## src/sv/lrpw_pkg.sv

```systemverilog
// Shared types, constants and helpers for the line rasterizer pixel writer.
package lrpw_pkg;

	// Default parameter values
	localparam int COORD_BITS_DEF = 16;
	localparam int MAX_DIM_DEF    = 4096;
	localparam int QUEUE_DEPTH    = 4;

	// Field widths
	localparam int DIM_W    = 13;
	localparam int PITCH_W  = 15;
	localparam int FMT_W    = 2;
	localparam int COLOR_W  = 24;
	localparam int OFF_W    = 26;
	localparam int CFG_IDX_W  = 2;
	localparam int CFG_DATA_W = 15;

	// Command codes
	localparam logic CMD_START = 1'b0;
	localparam logic CMD_TICK  = 1'b1;

	// Pixel format codes
	localparam logic [FMT_W-1:0] FMT_RGB565 = 2'd0;
	localparam logic [FMT_W-1:0] FMT_RGB888 = 2'd1;
	localparam logic [FMT_W-1:0] FMT_WORD32 = 2'd2;
	localparam logic [FMT_W-1:0] FMT_ALIAS  = 2'd3;

	// Register indexes
	localparam logic [CFG_IDX_W-1:0] REG_FB_WIDTH     = 2'd0;
	localparam logic [CFG_IDX_W-1:0] REG_FB_HEIGHT    = 2'd1;
	localparam logic [CFG_IDX_W-1:0] REG_ROW_PITCH    = 2'd2;
	localparam logic [CFG_IDX_W-1:0] REG_PIXEL_FORMAT = 2'd3;

	// Register reset values
	localparam logic [DIM_W-1:0]   RST_FB_WIDTH  = 13'd1024;
	localparam logic [DIM_W-1:0]   RST_FB_HEIGHT = 13'd768;
	localparam logic [PITCH_W-1:0] RST_ROW_PITCH = 15'd3072;

	typedef struct packed {
		logic [DIM_W-1:0]   fb_width;
		logic [DIM_W-1:0]   fb_height;
		logic [PITCH_W-1:0] row_pitch;
		logic [FMT_W-1:0]   pixel_format;
	} cfg_t;

	// Pack 0xRRGGBB for the given pixel format
	function automatic logic [COLOR_W-1:0] pack_color(input logic [COLOR_W-1:0] rgb,
			input logic [FMT_W-1:0] fmt);
		logic [COLOR_W-1:0] res;
		if (fmt == FMT_RGB565) begin
			res = {8'd0, rgb[23:19], rgb[15:10], rgb[7:3]};
		end else begin
			res = rgb;
		end
		return res;
	endfunction

endpackage

```

## src/sv/line_rasterizer_pixel_writer_unit.sv

```systemverilog
// Line rasterizer pixel writer: Bresenham front end, pixel queue, offset back end.
// Throughput: one request per cycle while the pixel queue has room; each tick of an active line yields one pixel.
// A pixel's path after its tick is accepted: queue write, then the
// row-times-pitch multiply stage, then the output register.
// Input stalls only when the four-entry pixel queue is full.
// Reset (arst_n low) idles the line and empties the queue; registers take defaults.
module line_rasterizer_pixel_writer_unit import lrpw_pkg::*; #(
	parameter int COORD_BITS = COORD_BITS_DEF,
	parameter int MAX_DIM    = MAX_DIM_DEF
) (
	input  logic                         clk,
	input  logic                         arst_n,
	input  logic                         cfg_we,
	input  logic [CFG_IDX_W-1:0]         cfg_index,
	input  logic [CFG_DATA_W-1:0]        cfg_wdata,
	input  logic                         in_valid,
	output logic                         in_ready,
	input  logic                         cmd,
	input  logic signed [COORD_BITS-1:0] x_start,
	input  logic signed [COORD_BITS-1:0] y_start,
	input  logic signed [COORD_BITS-1:0] x_end,
	input  logic signed [COORD_BITS-1:0] y_end,
	input  logic [COLOR_W-1:0]           color_rgb,
	output logic                         out_valid,
	input  logic                         out_ready,
	output logic                         write_enable,
	output logic [OFF_W-1:0]             byte_offset,
	output logic [COLOR_W-1:0]           pixel_data,
	output logic                         last_pixel
);

	localparam int Q_W = 2 * COORD_BITS + COLOR_W + 1;

	cfg_t           cfg_q;
	logic           q_push;
	logic [Q_W-1:0] q_data;
	logic           q_full;
	logic           q_pop;
	logic           q_not_empty;
	logic [Q_W-1:0] q_head;

	// Configuration registers
	always_ff @(posedge clk or negedge arst_n) begin
		if (!arst_n) begin
			cfg_q.fb_width     <= RST_FB_WIDTH;
			cfg_q.fb_height    <= RST_FB_HEIGHT;
			cfg_q.row_pitch    <= RST_ROW_PITCH;
			cfg_q.pixel_format <= FMT_RGB888;
		end else if (cfg_we) begin
			case (cfg_index)
				REG_FB_WIDTH:     cfg_q.fb_width     <= cfg_wdata[DIM_W-1:0];
				REG_FB_HEIGHT:    cfg_q.fb_height    <= cfg_wdata[DIM_W-1:0];
				REG_ROW_PITCH:    cfg_q.row_pitch    <= cfg_wdata[PITCH_W-1:0];
				REG_PIXEL_FORMAT: cfg_q.pixel_format <= cfg_wdata[FMT_W-1:0];
				default:          cfg_q <= cfg_q;
			endcase
		end
	end

	lrpw_front #(
		.COORD_BITS(COORD_BITS),
		.Q_W       (Q_W)
	) u_front (
		.clk      (clk),
		.arst_n   (arst_n),
		.cfg      (cfg_q),
		.in_valid (in_valid),
		.in_ready (in_ready),
		.cmd      (cmd),
		.x_start  (x_start),
		.y_start  (y_start),
		.x_end    (x_end),
		.y_end    (y_end),
		.color_rgb(color_rgb),
		.q_push   (q_push),
		.q_data   (q_data),
		.q_full   (q_full)
	);

	lrpw_queue #(
		.W    (Q_W),
		.DEPTH(QUEUE_DEPTH)
	) u_queue (
		.clk      (clk),
		.arst_n   (arst_n),
		.push     (q_push),
		.push_data(q_data),
		.full     (q_full),
		.pop      (q_pop),
		.not_empty(q_not_empty),
		.head_data(q_head)
	);

	lrpw_back #(
		.COORD_BITS(COORD_BITS),
		.MAX_DIM   (MAX_DIM),
		.Q_W       (Q_W)
	) u_back (
		.clk         (clk),
		.arst_n      (arst_n),
		.cfg         (cfg_q),
		.q_not_empty (q_not_empty),
		.q_head      (q_head),
		.q_pop       (q_pop),
		.out_valid   (out_valid),
		.out_ready   (out_ready),
		.write_enable(write_enable),
		.byte_offset (byte_offset),
		.pixel_data  (pixel_data),
		.last_pixel  (last_pixel)
	);

endmodule

```

## src/sv/lrpw_queue.sv

```systemverilog
// Small register queue between the rasterizer front end and the pixel back end.
module lrpw_queue import lrpw_pkg::*; #(
	parameter int W     = 57,
	parameter int DEPTH = QUEUE_DEPTH
) (
	input  logic         clk,
	input  logic         arst_n,
	input  logic         push,
	input  logic [W-1:0] push_data,
	output logic         full,
	input  logic         pop,
	output logic         not_empty,
	output logic [W-1:0] head_data
);

	localparam int PTR_W = (DEPTH > 1) ? $clog2(DEPTH) : 1;
	localparam int CNT_W = $clog2(DEPTH + 1);

	logic [W-1:0]     mem_q [DEPTH];
	logic [PTR_W-1:0] wr_ptr_q;
	logic [PTR_W-1:0] rd_ptr_q;
	logic [CNT_W-1:0] count_q;
	logic             do_push;
	logic             do_pop;

	assign full      = (count_q == CNT_W'(DEPTH));
	assign not_empty = (count_q != '0);
	assign do_push   = push && !full;
	assign do_pop    = pop && not_empty;
	assign head_data = mem_q[rd_ptr_q];

	// Store incoming request
	always_ff @(posedge clk) begin
		if (do_push) begin
			mem_q[wr_ptr_q] <= push_data;
		end
	end

	// Advance pointers and fill count
	always_ff @(posedge clk or negedge arst_n) begin
		if (!arst_n) begin
			wr_ptr_q <= '0;
			rd_ptr_q <= '0;
			count_q  <= '0;
		end else begin
			if (do_push) begin
				wr_ptr_q <= (wr_ptr_q == PTR_W'(DEPTH - 1)) ? '0 : wr_ptr_q + 1'b1;
			end
			if (do_pop) begin
				rd_ptr_q <= (rd_ptr_q == PTR_W'(DEPTH - 1)) ? '0 : rd_ptr_q + 1'b1;
			end
			if (do_push && !do_pop) begin
				count_q <= count_q + 1'b1;
			end else if (do_pop && !do_push) begin
				count_q <= count_q - 1'b1;
			end
		end
	end

endmodule

```

## src/sv/lrpw_front.sv

```systemverilog
// Front end: accepts commands, holds the Bresenham state and queues pixels.
module lrpw_front import lrpw_pkg::*; #(
	parameter int COORD_BITS = COORD_BITS_DEF,
	parameter int Q_W        = 2 * COORD_BITS + COLOR_W + 1
) (
	input  logic                         clk,
	input  logic                         arst_n,
	input  cfg_t                         cfg,
	input  logic                         in_valid,
	output logic                         in_ready,
	input  logic                         cmd,
	input  logic signed [COORD_BITS-1:0] x_start,
	input  logic signed [COORD_BITS-1:0] y_start,
	input  logic signed [COORD_BITS-1:0] x_end,
	input  logic signed [COORD_BITS-1:0] y_end,
	input  logic [COLOR_W-1:0]           color_rgb,
	output logic                         q_push,
	output logic [Q_W-1:0]               q_data,
	input  logic                         q_full
);

	localparam int ERR_W = COORD_BITS + 3;

	logic                         drawing_q;
	logic signed [COORD_BITS-1:0] cur_x_q;
	logic signed [COORD_BITS-1:0] cur_y_q;
	logic signed [COORD_BITS-1:0] goal_x_q;
	logic signed [COORD_BITS-1:0] goal_y_q;
	logic signed [ERR_W-1:0]      abs_dx_q;
	logic signed [ERR_W-1:0]      neg_dy_q;
	logic                         step_x_neg_q;
	logic                         step_y_neg_q;
	logic signed [ERR_W-1:0]      err_q;
	logic [COLOR_W-1:0]           color_q;

	logic                         accept;
	logic                         is_last;
	logic signed [ERR_W-1:0]      dx_raw;
	logic signed [ERR_W-1:0]      dy_raw;
	logic signed [ERR_W-1:0]      abs_dx_new;
	logic signed [ERR_W-1:0]      abs_dy_new;
	logic signed [ERR_W:0]        e2;
	logic                         move_x;
	logic                         move_y;
	logic signed [ERR_W-1:0]      err_next;

	assign in_ready = !q_full;
	assign accept   = in_valid && in_ready;
	assign is_last  = (cur_x_q == goal_x_q) && (cur_y_q == goal_y_q);

	// Emit one pixel per tick while a line is active
	assign q_push = accept && (cmd == CMD_TICK) && drawing_q;
	assign q_data = {cur_x_q, cur_y_q, color_q, is_last};

	// Set up deltas for a new line
	always_comb begin
		dx_raw     = ERR_W'(x_end) - ERR_W'(x_start);
		dy_raw     = ERR_W'(y_end) - ERR_W'(y_start);
		abs_dx_new = dx_raw[ERR_W-1] ? -dx_raw : dx_raw;
		abs_dy_new = dy_raw[ERR_W-1] ? -dy_raw : dy_raw;
	end

	// Bresenham step decision
	always_comb begin
		e2       = {err_q, 1'b0};
		move_x   = (e2 >= (ERR_W + 1)'(neg_dy_q));
		move_y   = (e2 <= (ERR_W + 1)'(abs_dx_q));
		err_next = err_q + (move_x ? neg_dy_q : '0) + (move_y ? abs_dx_q : '0);
	end

	// Line state: latch on start, advance on each emitted pixel
	always_ff @(posedge clk or negedge arst_n) begin
		if (!arst_n) begin
			drawing_q <= 1'b0;
		end else if (accept) begin
			if (cmd == CMD_START) begin
				drawing_q <= 1'b1;
			end else if (drawing_q && is_last) begin
				drawing_q <= 1'b0;
			end
		end
	end

	always_ff @(posedge clk) begin
		if (accept) begin
			if (cmd == CMD_START) begin
				cur_x_q      <= x_start;
				cur_y_q      <= y_start;
				goal_x_q     <= x_end;
				goal_y_q     <= y_end;
				abs_dx_q     <= abs_dx_new;
				neg_dy_q     <= -abs_dy_new;
				step_x_neg_q <= !(x_start < x_end);
				step_y_neg_q <= !(y_start < y_end);
				err_q        <= abs_dx_new - abs_dy_new;
				color_q      <= pack_color(color_rgb, cfg.pixel_format);
			end else if (drawing_q && !is_last) begin
				err_q <= err_next;
				if (move_x) begin
					cur_x_q <= step_x_neg_q ? cur_x_q - 1'b1 : cur_x_q + 1'b1;
				end
				if (move_y) begin
					cur_y_q <= step_y_neg_q ? cur_y_q - 1'b1 : cur_y_q + 1'b1;
				end
			end
		end
	end

endmodule

```

## src/sv/lrpw_back.sv

```systemverilog
// Back end: clips each queued pixel, forms its byte offset and drives the result.
module lrpw_back import lrpw_pkg::*; #(
	parameter int COORD_BITS = COORD_BITS_DEF,
	parameter int MAX_DIM    = MAX_DIM_DEF,
	parameter int Q_W        = 2 * COORD_BITS + COLOR_W + 1
) (
	input  logic               clk,
	input  logic               arst_n,
	input  cfg_t               cfg,
	input  logic               q_not_empty,
	input  logic [Q_W-1:0]     q_head,
	output logic               q_pop,
	output logic               out_valid,
	input  logic               out_ready,
	output logic               write_enable,
	output logic [OFF_W-1:0]   byte_offset,
	output logic [COLOR_W-1:0] pixel_data,
	output logic               last_pixel
);

	localparam int XW     = (COORD_BITS > DIM_W) ? COORD_BITS : DIM_W;
	localparam int PROD_W = DIM_W + PITCH_W;
	localparam int XB_W   = DIM_W + 2;

	logic                         advance;
	logic signed [COORD_BITS-1:0] hx;
	logic signed [COORD_BITS-1:0] hy;
	logic [DIM_W-1:0]             w_eff;
	logic [DIM_W-1:0]             h_eff;
	logic [DIM_W-1:0]             col;
	logic [DIM_W-1:0]             row;
	logic                         in_view;
	logic [XB_W-1:0]              col_bytes;

	logic                         valid_s1;
	logic                         inside_s1;
	logic [PROD_W-1:0]            prod_s1;
	logic [XB_W-1:0]              col_bytes_s1;
	logic [COLOR_W-1:0]           color_s1;
	logic                         last_s1;

	logic                         valid_s2;
	logic                         inside_s2;
	logic [OFF_W-1:0]             off_s2;
	logic [COLOR_W-1:0]           color_s2;
	logic                         last_s2;

	// Move the whole pipe when the output slot is free or taken
	assign advance = !valid_s2 || out_ready;
	assign q_pop   = advance && q_not_empty;

	assign hx  = q_head[Q_W-1 -: COORD_BITS];
	assign hy  = q_head[Q_W-1-COORD_BITS -: COORD_BITS];
	assign col = DIM_W'($unsigned(hx));
	assign row = DIM_W'($unsigned(hy));

	// Clip against the visible area, sizes limited to the largest dimension
	always_comb begin
		w_eff   = (32'(cfg.fb_width) > MAX_DIM) ? DIM_W'(MAX_DIM) : cfg.fb_width;
		h_eff   = (32'(cfg.fb_height) > MAX_DIM) ? DIM_W'(MAX_DIM) : cfg.fb_height;
		in_view = !hx[COORD_BITS-1] && (XW'($unsigned(hx)) < XW'(w_eff))
			&& !hy[COORD_BITS-1] && (XW'($unsigned(hy)) < XW'(h_eff));
	end

	// Column times bytes per pixel
	always_comb begin
		case (cfg.pixel_format) inside
			FMT_RGB565:            col_bytes = {1'b0, col, 1'b0};
			FMT_RGB888:            col_bytes = {1'b0, col, 1'b0} + XB_W'(col);
			FMT_WORD32, FMT_ALIAS: col_bytes = {col, 2'b00};
			default:               col_bytes = {col, 2'b00};
		endcase
	end

	// Stage 1: row times pitch, clip flag
	always_ff @(posedge clk or negedge arst_n) begin
		if (!arst_n) begin
			valid_s1 <= 1'b0;
		end else if (advance) begin
			valid_s1 <= q_not_empty;
		end
	end

	always_ff @(posedge clk) begin
		if (advance) begin
			inside_s1    <= in_view;
			prod_s1      <= PROD_W'(row) * PROD_W'(cfg.row_pitch);
			col_bytes_s1 <= col_bytes;
			color_s1     <= q_head[COLOR_W:1];
			last_s1      <= q_head[0];
		end
	end

	// Stage 2: sum offset, zero for clipped pixels; hold while stalled
	always_ff @(posedge clk or negedge arst_n) begin
		if (!arst_n) begin
			valid_s2 <= 1'b0;
		end else if (advance) begin
			valid_s2 <= valid_s1;
		end
	end

	always_ff @(posedge clk) begin
		if (advance) begin
			inside_s2 <= inside_s1;
			off_s2    <= inside_s1 ? (OFF_W'(prod_s1) + OFF_W'(col_bytes_s1)) : '0;
			color_s2  <= color_s1;
			last_s2   <= last_s1;
		end
	end

	assign out_valid    = valid_s2;
	assign write_enable = inside_s2;
	assign byte_offset  = off_s2;
	assign pixel_data   = color_s2;
	assign last_pixel   = last_s2;

endmodule

```

## config.mk

```make
export PLATFORM = sky130hd
export DESIGN_NAME = line_rasterizer_pixel_writer_unit
export DESIGN_NICKNAME = d
export VERILOG_FILES = /design/src/sv/lrpw_pkg.sv /design/src/sv/line_rasterizer_pixel_writer_unit.sv /design/src/sv/lrpw_queue.sv /design/src/sv/lrpw_front.sv /design/src/sv/lrpw_back.sv
export SDC_FILE = /design/constraint.sdc
export NUM_CORES = 1
export LEC_CHECK = 0
export CAP_MARGIN = 25
export CORE_MARGIN = 8
export CORE_UTILIZATION = 35
export DETAILED_ROUTE_END_ITERATION = 8
export DONT_BUFFER_PORTS = 1
export GPL_ROUTABILITY_DRIVEN = 0
export SLEW_MARGIN = 20
export SYNTH_ARGS = -nofsm -noshare
export SYNTH_HDL_FRONTEND = slang
export SYNTH_SLANG_ARGS = --single-unit
export TNS_END_PERCENT = 20
```

## constraint.sdc

```tcl
create_clock -name clk -period 9.94 [get_ports clk]
set_input_delay 1.988 -clock clk [delete_from_list [all_inputs] [get_ports clk]]
set_output_delay 1.988 -clock clk [all_outputs]
set_load 0.03 [all_outputs]
```

Word-level counts from Yosys, hierarchy flattened --
Memories as Yosys holds them, arrays and structs flattened. Cells that the tools add are included.
Word-level totals: RAM bits 228, output and inout bits 54, bits in registers 319, memories kept 1, word-level logic and storage cells 140
Operators by class: eq/ne operators 13, order comparisons 8, add/subtract/negate cells 18, reduce and logical (&&, ||, !) cells 38, $mul 1, bitwise operators 2, muxes and demuxes 27
Memories:
- u_queue.mem_q | words 4, bits a word 57, rd ports 1, clocked after Yosys merged registers in 0, write ports 1, RTL line lrpw_queue.sv:19 | logic [W-1:0] mem_q [DEPTH];
Operator list (count):
- $mux 16 | 9
- $mux 19 | 6
- $neg 19->19 | 3
- $add 19x19->19 | 2
- $sub 16x16->17 | 2
- $add 16x1->16 const B | 2
- $eq 16x16->1 | 2
- $lt 16x13->1 | 2
- $lt 16x16->1 | 2
- $sub 16x1->16 const B | 2
- $add 26x15->26 | 1
- $gt 13x13->1 const B | 2
- $mul 13x15->26 | 1
- $mux 13 | 2
- $ge 20x19->1 | 1
- $le 20x19->1 | 1
- $sub 19x19->19 | 1
- $add 14x13->15 | 1
- $mux 15 | 1
- $logic_and 1x1->1 | 14
- $mux 14 | 1
- $reduce_and 2->1 | 7
- $logic_not 1->1 | 9
- $eq 2x2->1 const B | 4
- 16 further kinds | 29

Longest topological paths before layout --
Gate-level depths: netlist of the first run.
depth in word-level cells 10, depth in mapped cells 26, mapped depth without buffers 25

Hierarchy --
A second synthesis of the first run with hierarchy kept.
Second synthesis, totals: cells, all modules 3063, area, all modules 36034.6 um^2
By module, submodules not included:
- lrpw_front | times used 1, area an instance 13192.7 um^2, cells each 1378
- lrpw_back | times used 1, area an instance 12549.5 um^2, cells each 1257
- lrpw_queue | times used 1, area an instance 8668.3 um^2, cells each 335
- line_rasterizer_pixel_writer_unit | times used 1, area an instance 1624.1 um^2, cells each 93

Worst setup path before layout of the first run --
Ideal clock, no wire load.
path type in2reg, start in cmd, end reg u_front.cur_x_q[0] (enable), data arrival time 7.430 ns, cell stages on the path 4, setup time 0.389 ns, required time 9.551 ns, path slack 2.121 ns, cell sequence clkbuf_1 nor2_1 a31oi_1 nor2_1
Between the ends: word-level cells in the longest chain between the ends 2, elaborated cells on any way between the ends 3, those cells by class eq/ne: 2; reduce/logical: 1
RTL lines:
- from (decl) | RTL line line_rasterizer_pixel_writer_unit.sv:18 | input logic cmd,
- $ne 2x1->1 (no source line)
- $reduce_and 3->1 (no source line) *
- to (signal assigned) | RTL line lrpw_front.sv:87 | cur_x_q <= x_start;
- to (signal assigned) | RTL line lrpw_front.sv:100 | cur_x_q <= step_x_neg_q ? cur_x_q - 1'b1 : cur_x_q + 1'b1;
- to (decl) | RTL line lrpw_front.sv:25 | logic signed [COORD_BITS-1:0] cur_x_q;
Every way passes the cells marked *; elsewhere a longest branch is shown, timed or not. A chain may end at the register's enable or synchronous reset.

Worst setup path in the final report of the first run --
start reg u_queue.rd_ptr_q[1], end reg u_back.prod_s1[24], data pin
Between the ends: word-level cells in the longest chain between the ends 2
RTL lines:
- from (decl) | RTL line lrpw_queue.sv:21 | logic [PTR_W-1:0] rd_ptr_q;
- from (signal assigned) | RTL line lrpw_queue.sv:50 | rd_ptr_q <= (rd_ptr_q == PTR_W'(DEPTH - 1)) ? '0 : rd_ptr_q + 1'b1;
- $mem_v2 4x57
- $mul 13x15->26 | RTL line lrpw_back.sv:87 | prod_s1 <= PROD_W'(row) * PROD_W'(cfg.row_pitch);
- to (signal assigned) | RTL line lrpw_back.sv:87
- to (decl) | RTL line lrpw_back.sv:37 | logic [PROD_W-1:0] prod_s1;
Every way passes these cells.

==> results of run 1 <==
layer usage:
metal	routed length (µm)	vias to the layer above
met5	25	-
met4	1790	4
li1	-	10669
met1	37900	10958
met2	40200	521
met3	5210	101
placed cells by master (no fill, tap or decap), types with 51 or more instances in the layout:
| master | n |
|---|---|
| a21o_1 | 54 |
| a21oi_1 | 108 |
| and2_1 | 120 |
| clkbuf_16 | 59 |
| edfxtp_1 | 494 |
| fa_1 | 169 |
| ha_1 | 261 |
| inv_1 | 407 |
| mux2_2 | 66 |
| mux4_2 | 51 |
| nand2_1 | 271 |
| nor2_1 | 105 |
| o21ai_0 | 115 |
| xnor2_1 | 122 |
| xor2_1 | 57 |
registers in the layout (all words and copies together), names as in the netlist, 19 cells and up:
name and cells:
u_back.byte_offset 26, u_front.abs_dx_q 19, u_front.color_q 24, u_back.color_s1 24
cfg_q 43, u_queue.mem_q 228, u_back.pixel_data 24, u_front.err_q 19
u_back.prod_s1 26, u_front.neg_dy_q 19
worst max-delay path, cell delays in order, from the launching register on:
cell and delay (ps):
dfrtp_2 340, buf_4 670, mux4_2 580, and2_1 240, fa_1 530, inv_1 50, fa_1 480, inv_1 40
ha_1 270, ha_1 280, inv_1 50, fa_1 470, inv_1 60, fa_1 400, a21o_1 200, a21oi_1 230
o21bai_1 100, a21oi_1 240, a21oi_1 190, a41oi_1 330, o21ai_0 210, a311oi_1 410, a21oi_1 130, xor2_1 160
cell families after synthesis:
| kind of cell | Yosys count |
|---|---|
| flip-flops | 547 |
| adder cells (fa/ha/maj) | 430 |
| AO/OA/AOI/OAI | 466 |
| buffers and inverters | 490 |
| XOR/XNOR | 181 |
| multiplexers | 133 |
| AND/OR/NAND/NOR | 786 |
| other | 2 |
metrics by stage:
| stage | cells | instance area (µm²) | setup WS, ps | hold WS [ps] |
|---|---|---|---|---|
| 3_3_place_gp | 4269 | 36900 | 3050 | 401 |
| 3_5_place_dp | 4269 | 36900 | 2990 | 405 |
| 5_1_grt | 4380 | 39000 | 2660 | 419 |
| 2_1_floorplan | 3037 | 35400 | 2120 | 400 |
| 4_1_cts | 4378 | 38900 | 2980 | 415 |
| 6_report | 4387 | 39000 | 3030 | 417 |
layout make-up:
class                   instances  area share, %
multi-input cells            2000           44.7
flip-flops and latches        547           41.5
well taps                    1298           4.17
inverters                     407           3.92
clock buffers                  65           3.84
clock inverters                44           1.43
repair buffers                 19          0.398
diodes                          7         0.0449
worst paths after layout:
path                       slack [ps]                    end
setup reg to reg                 3030     u_back.prod_s1[24]
setup / recovery                 3030     u_back.prod_s1[24]
hold reg to reg                   420  u_back.pixel_data[10]
max in group asynchronous        8710              cfg_q[25]
min in group asynchronous        1020       u_back.out_valid
hold / removal                    420  u_back.pixel_data[10]
==> flow_metrics.env, run 1 <==
export IMPL_status="finished, final reports clean"
export IMPL_multiInputGateArea_mm2=0.0174
export IMPL_synth_top_cell_area_share_pct=41.9
export IMPL_grt_pass1_wl_mm=131
export IMPL_clk_path_buf_depth=3
export IMPL_synth_compound_area_share_pct=8.69
export IMPL_post_cts_buffers=0
export IMPL_fin_nets=3575
export IMPL_busiest_layer="met2"
export IMPL_reg2regPathDepth=23
export IMPL_grt_pass1_vias=22120
export IMPL_critPathLaunch="u_queue.rd_ptr_q[1]"
export IMPL_max_freq_ghz=0.145
export IMPL_critical_path_class="reg -> reg"
export IMPL_grt_use_met1_pct=19.7
export IMPL_wl_per_cell_um=19.4
export IMPL_clock_skew_ps=44.5
export IMPL_cts_resized=0
export IMPL_utilization_pct=38.9
export IMPL_met2_usage_pct=25.1
export IMPL_setup_violations=0
export IMPL_yosysTopAreaCell="edfxtp_1"
export IMPL_drive_gt1_share_pct=9.18
export IMPL_area_growth_pct=10.1
export IMPL_worst_pin_slew_ps=975
export IMPL_synth_top_family_by_area="adder cells"
export IMPL_numPortBuffers=0
export IMPL_r2r_start="u_queue.rd_ptr_q[1]"
export IMPL_fillers=9605
export IMPL_min_path_type="reg -> reg"
export IMPL_grt_max_degree=77
export IMPL_start_kind="register"
export IMPL_drc_errors=0
export IMPL_dieArea_mm2=0.112
export IMPL_ant_nets=0
export IMPL_synthFlopType="edfxtp_1"
export IMPL_worstHoldPathCells=0
export IMPL_worstHoldStart="u_back.color_s1[10]"
export IMPL_fin_crit_ps=6910
export IMPL_yosysWarnings=0
export IMPL_core_rowCount=116
export IMPL_cp_required_ps=10340
export IMPL_cts_clk_slew_worst_paths_ps=60
export IMPL_holdBufCountCts=0
export IMPL_dp_final_hpwl_mm=63.4
export IMPL_syn_area_mm2=0.0354
export IMPL_crit_fanout=57
export IMPL_met3_usage_pct=2.92
export IMPL_initial_core_util_pct=35.4
export IMPL_endpoint_kind="register"
export IMPL_ys_async_sr_fraction_pct=9.69
export IMPL_coreArea_mm2=0.100
export IMPL_track_usage_pct=14.9
export IMPL_cp_arrival_ps=7310
export IMPL_rsz0062_at_grt="no"
export IMPL_cts_inserted_buffers=59
export IMPL_regArea_mm2=0.0162
export IMPL_synth_simple_area_share_pct=11.3
export IMPL_cts_root_buf="clkbuf_16"
export IMPL_vias_per_cell=5.07
export IMPL_ys_seq_area_share_pct=45.6
export IMPL_synth_adder_area_share_pct=18.8
export IMPL_synth_cell_type_count=96
export IMPL_dr_pass1_iters=5
export IMPL_die_y_um=334
export IMPL_synth_xor_area_share_pct=4.52
export IMPL_synth_most_common_cell="edfxtp_1"
export IMPL_drv_slew=0
export IMPL_hold_viol_final=0
export IMPL_routed_wl_mm=85.2
export IMPL_period_share_pct=69.5
export IMPL_insertion_delay_ps=660
export IMPL_syn_inst=3035
export IMPL_finalSetupTns_ps=0
export IMPL_grt_overflow_total=0
export IMPL_htree_levels=2
export IMPL_cap_viol_max_count=0
export IMPL_tritoncts="done"
export IMPL_synth_edf_count=494
export IMPL_drtIter0Drc=1474
export IMPL_die_w_um=334
export IMPL_synthMuxAreaShare_pct=5.79
export IMPL_ys_top_cells_by_count="edfxtp_1 (494), inv_1 (407), nand2_1 (271)"
export IMPL_synthTopCellsByArea="edfxtp_1 (42%), fa_1 (9.6%), ha_1 (9.2%)"
export IMPL_clock_sinks=547
export IMPL_io_pins=165
export IMPL_antenna_found_initial=7
export IMPL_vias=22253
export IMPL_avgSynthCellArea_um2=11.7
export IMPL_ys_ff_latch=547
export IMPL_relSlewSlack_pct=34.8
Power of run 1 is not shown: default switching activity piles up to over one toggle a cycle in this logic, so the estimate is an artifact.
==> run 2, diff against run 1 <==
==> constraint.sdc (replaced) <==
create_clock -name clk -period 6.6 [get_ports clk]
set_input_delay 1.32 -clock clk [delete_from_list [all_inputs] [get_ports clk]]
set_output_delay 1.32 -clock clk [all_outputs]
set_load 0.03 [all_outputs]
==> flow_metrics.env, run 2 (same netlist as run 1, synthesis figures left out) <==
export IMPL_clock_skew_ps=35.8
export IMPL_max_freq_ghz=0.159
export IMPL_cp_num_buf_inv=6
export IMPL_vias_per_cell=5.04
export IMPL_cpPeakStageDelay_ps=620
export IMPL_drv_slew=0
export IMPL_ant_nets=0
export IMPL_area_growth_pct=10.9
export IMPL_die_y_um=334
export IMPL_crit_fanout=10
export IMPL_cts_clk_slew_worst_paths_ps=70
export IMPL_utilization_pct=39.2
export IMPL_core_rowCount=116
export IMPL_cts_root_buf="clkbuf_16"
export IMPL_holdBufCountCts=0
export IMPL_critical_path_class="reg -> reg"
export IMPL_status="finished, final reports clean"
export IMPL_cap_viol_max_count=0
export IMPL_htree_levels=2
export IMPL_cp_arrival_ps=6770
export IMPL_initial_core_util_pct=35.4
export IMPL_grt_pass1_vias=22419
export IMPL_routed_wl_mm=84.5
export IMPL_slowest_stage="mux4_2"
export IMPL_clock_sinks=547
export IMPL_grt_max_degree=77
export IMPL_antenna_found_initial=2
export IMPL_numPortBuffers=0
export IMPL_drive_gt1_share_pct=10.5
export IMPL_wl_per_cell_um=19.1
export IMPL_worstPathCellList="mux4_2, buf_4, and2_1, fa_1, inv_1, fa_1, inv_1, fa_1, fa_1, inv_1, fa_1, inv_1, ha_1, buf_4, nor2b_1, o21ai_0, nand2b_1, a221o_1, a41oi_2, a211o_1, nor2_1, a211oi_1"
export IMPL_fillers=9578
export IMPL_worst_pin_slew_ps=1030
export IMPL_top_register="u_queue.mem_q"
export IMPL_coreArea_mm2=0.100
export IMPL_cp_top_family="adder cells"
export IMPL_endpoint_kind="register"
export IMPL_hold_viol_final=0
export IMPL_crit_top_cell="fa_1"
export IMPL_multiInputGateArea_mm2=0.0175
export IMPL_final_common_cell="edfxtp_1"
export IMPL_fin_nets=3612
export IMPL_die_w_um=334
export IMPL_grt_overflow_total=0
export IMPL_min_path_type="in -> async"
export IMPL_dp_final_hpwl_mm=63.1
export IMPL_cts_inserted_buffers=60
export IMPL_top_regs="u_queue.mem_q x228, cfg_q x43"
export IMPL_track_usage_pct=14.8
export IMPL_regArea_mm2=0.0162
export IMPL_dr_pass1_iters=5
export IMPL_cp_required_ps=7090
export IMPL_grt_pass1_wl_mm=130
export IMPL_io_pins=165
export IMPL_final_cell_mix="edfxtp_1 (494), inv_1 (407), nand2_1 (271)"
export IMPL_setup_violations=0
export IMPL_drc_errors=0
export IMPL_largest_reg_flops=228
export IMPL_fin_crit_ps=6270
export IMPL_drtIter0Drc=1310
export IMPL_insertion_delay_ps=660
export IMPL_dieArea_mm2=0.112
export IMPL_start_kind="register"
export IMPL_clk_path_buf_depth=3
export IMPL_period_share_pct=95.1
export IMPL_relSlewSlack_pct=31.0
export IMPL_vias=22280
export IMPL_tritoncts="done"
run 2: cell count changes in the layout (fill, tap and decap cells not counted), moves of 3 or more:
cell / previous run / this run
buf_4: 18 / 52
clkinv_1: 12 / 9
clkinv_2: 5 / 8
clkbuf_8: 0 / 3
bufinv_16: 10 / 5
clkbuf_16: 59 / 63
run 2: final timing paths:
check | startpoint | endpoint | slack (ps) | cells past startpoint
worst max register to register | u_queue.rd_ptr_q[0] | u_back.prod_s1[25] | 330 | 22
max in group asynchronous | arst_n | cfg_q[0] | 6040 | 0
worst min-delay path | arst_n | u_back.valid_s1 | 350 | 0
worst min register to register | u_back.color_s1[10] | u_back.pixel_data[10] | 410 | 0
min in group clk | u_back.color_s1[10] | u_back.pixel_data[10] | 410 | 0
worst max-delay path | u_queue.rd_ptr_q[0] | u_back.prod_s1[25] | 330 | 22
run 2: final cells by class:
| cell class | instances | share of cell area (%) |
|---|---|---|
| multi-input combinational | 2001 | 44.5 |
| sequential | 547 | 41.2 |
| clock buffer | 73 | 4.19 |
| tap | 1298 | 4.13 |
| inverter | 407 | 3.89 |
| timing repair buffer | 54 | 1.13 |
| clock inverter | 38 | 0.981 |
| antenna | 7 | 0.0446 |
run 2: what timing repair did:
action                                  in CTS  in global routing
resized for setup                            0                  5
buffers inserted                             0                 10
endpoints found under the setup margin       0                  5
run 2: per-layer routing:
metal | track usage [%] | part of all wire, % | vias to the layer above
li1 | - | - | 10751
met1 | 19.3 | 44 | 10992
met5 | 0 | 0 | -
met2 | 25.2 | 48 | 438
met4 | 3.72 | 2.5 | 0
met3 | 2.90 | 5.5 | 99
run 2: worst register-to-register path: cells and delay by family, from the launching register on:
family | cells | cell delay, ps
buf+inv | 6 | 560
fa+ha+maj | 6 | 2840
flops | 1 | 500
simple gates | 4 | 450
compound gates | 5 | 1150
mux | 1 | 630
run 2: metrics by stage:
step	std cells	worst slack [ps]	hold WS (ps)	area [µm²]	TNS (ps)
finish	4425	326	351	39300	0
global placement	4293	159	402	37100	0
global route	4418	-2.50	299	39300	-4.22
detailed placement	4294	88.6	405	37100	0
floorplan	3037	-185	400	35400	-191
CTS	4405	30.3	284	39100	0
Power of run 2 is left out for the same reason.
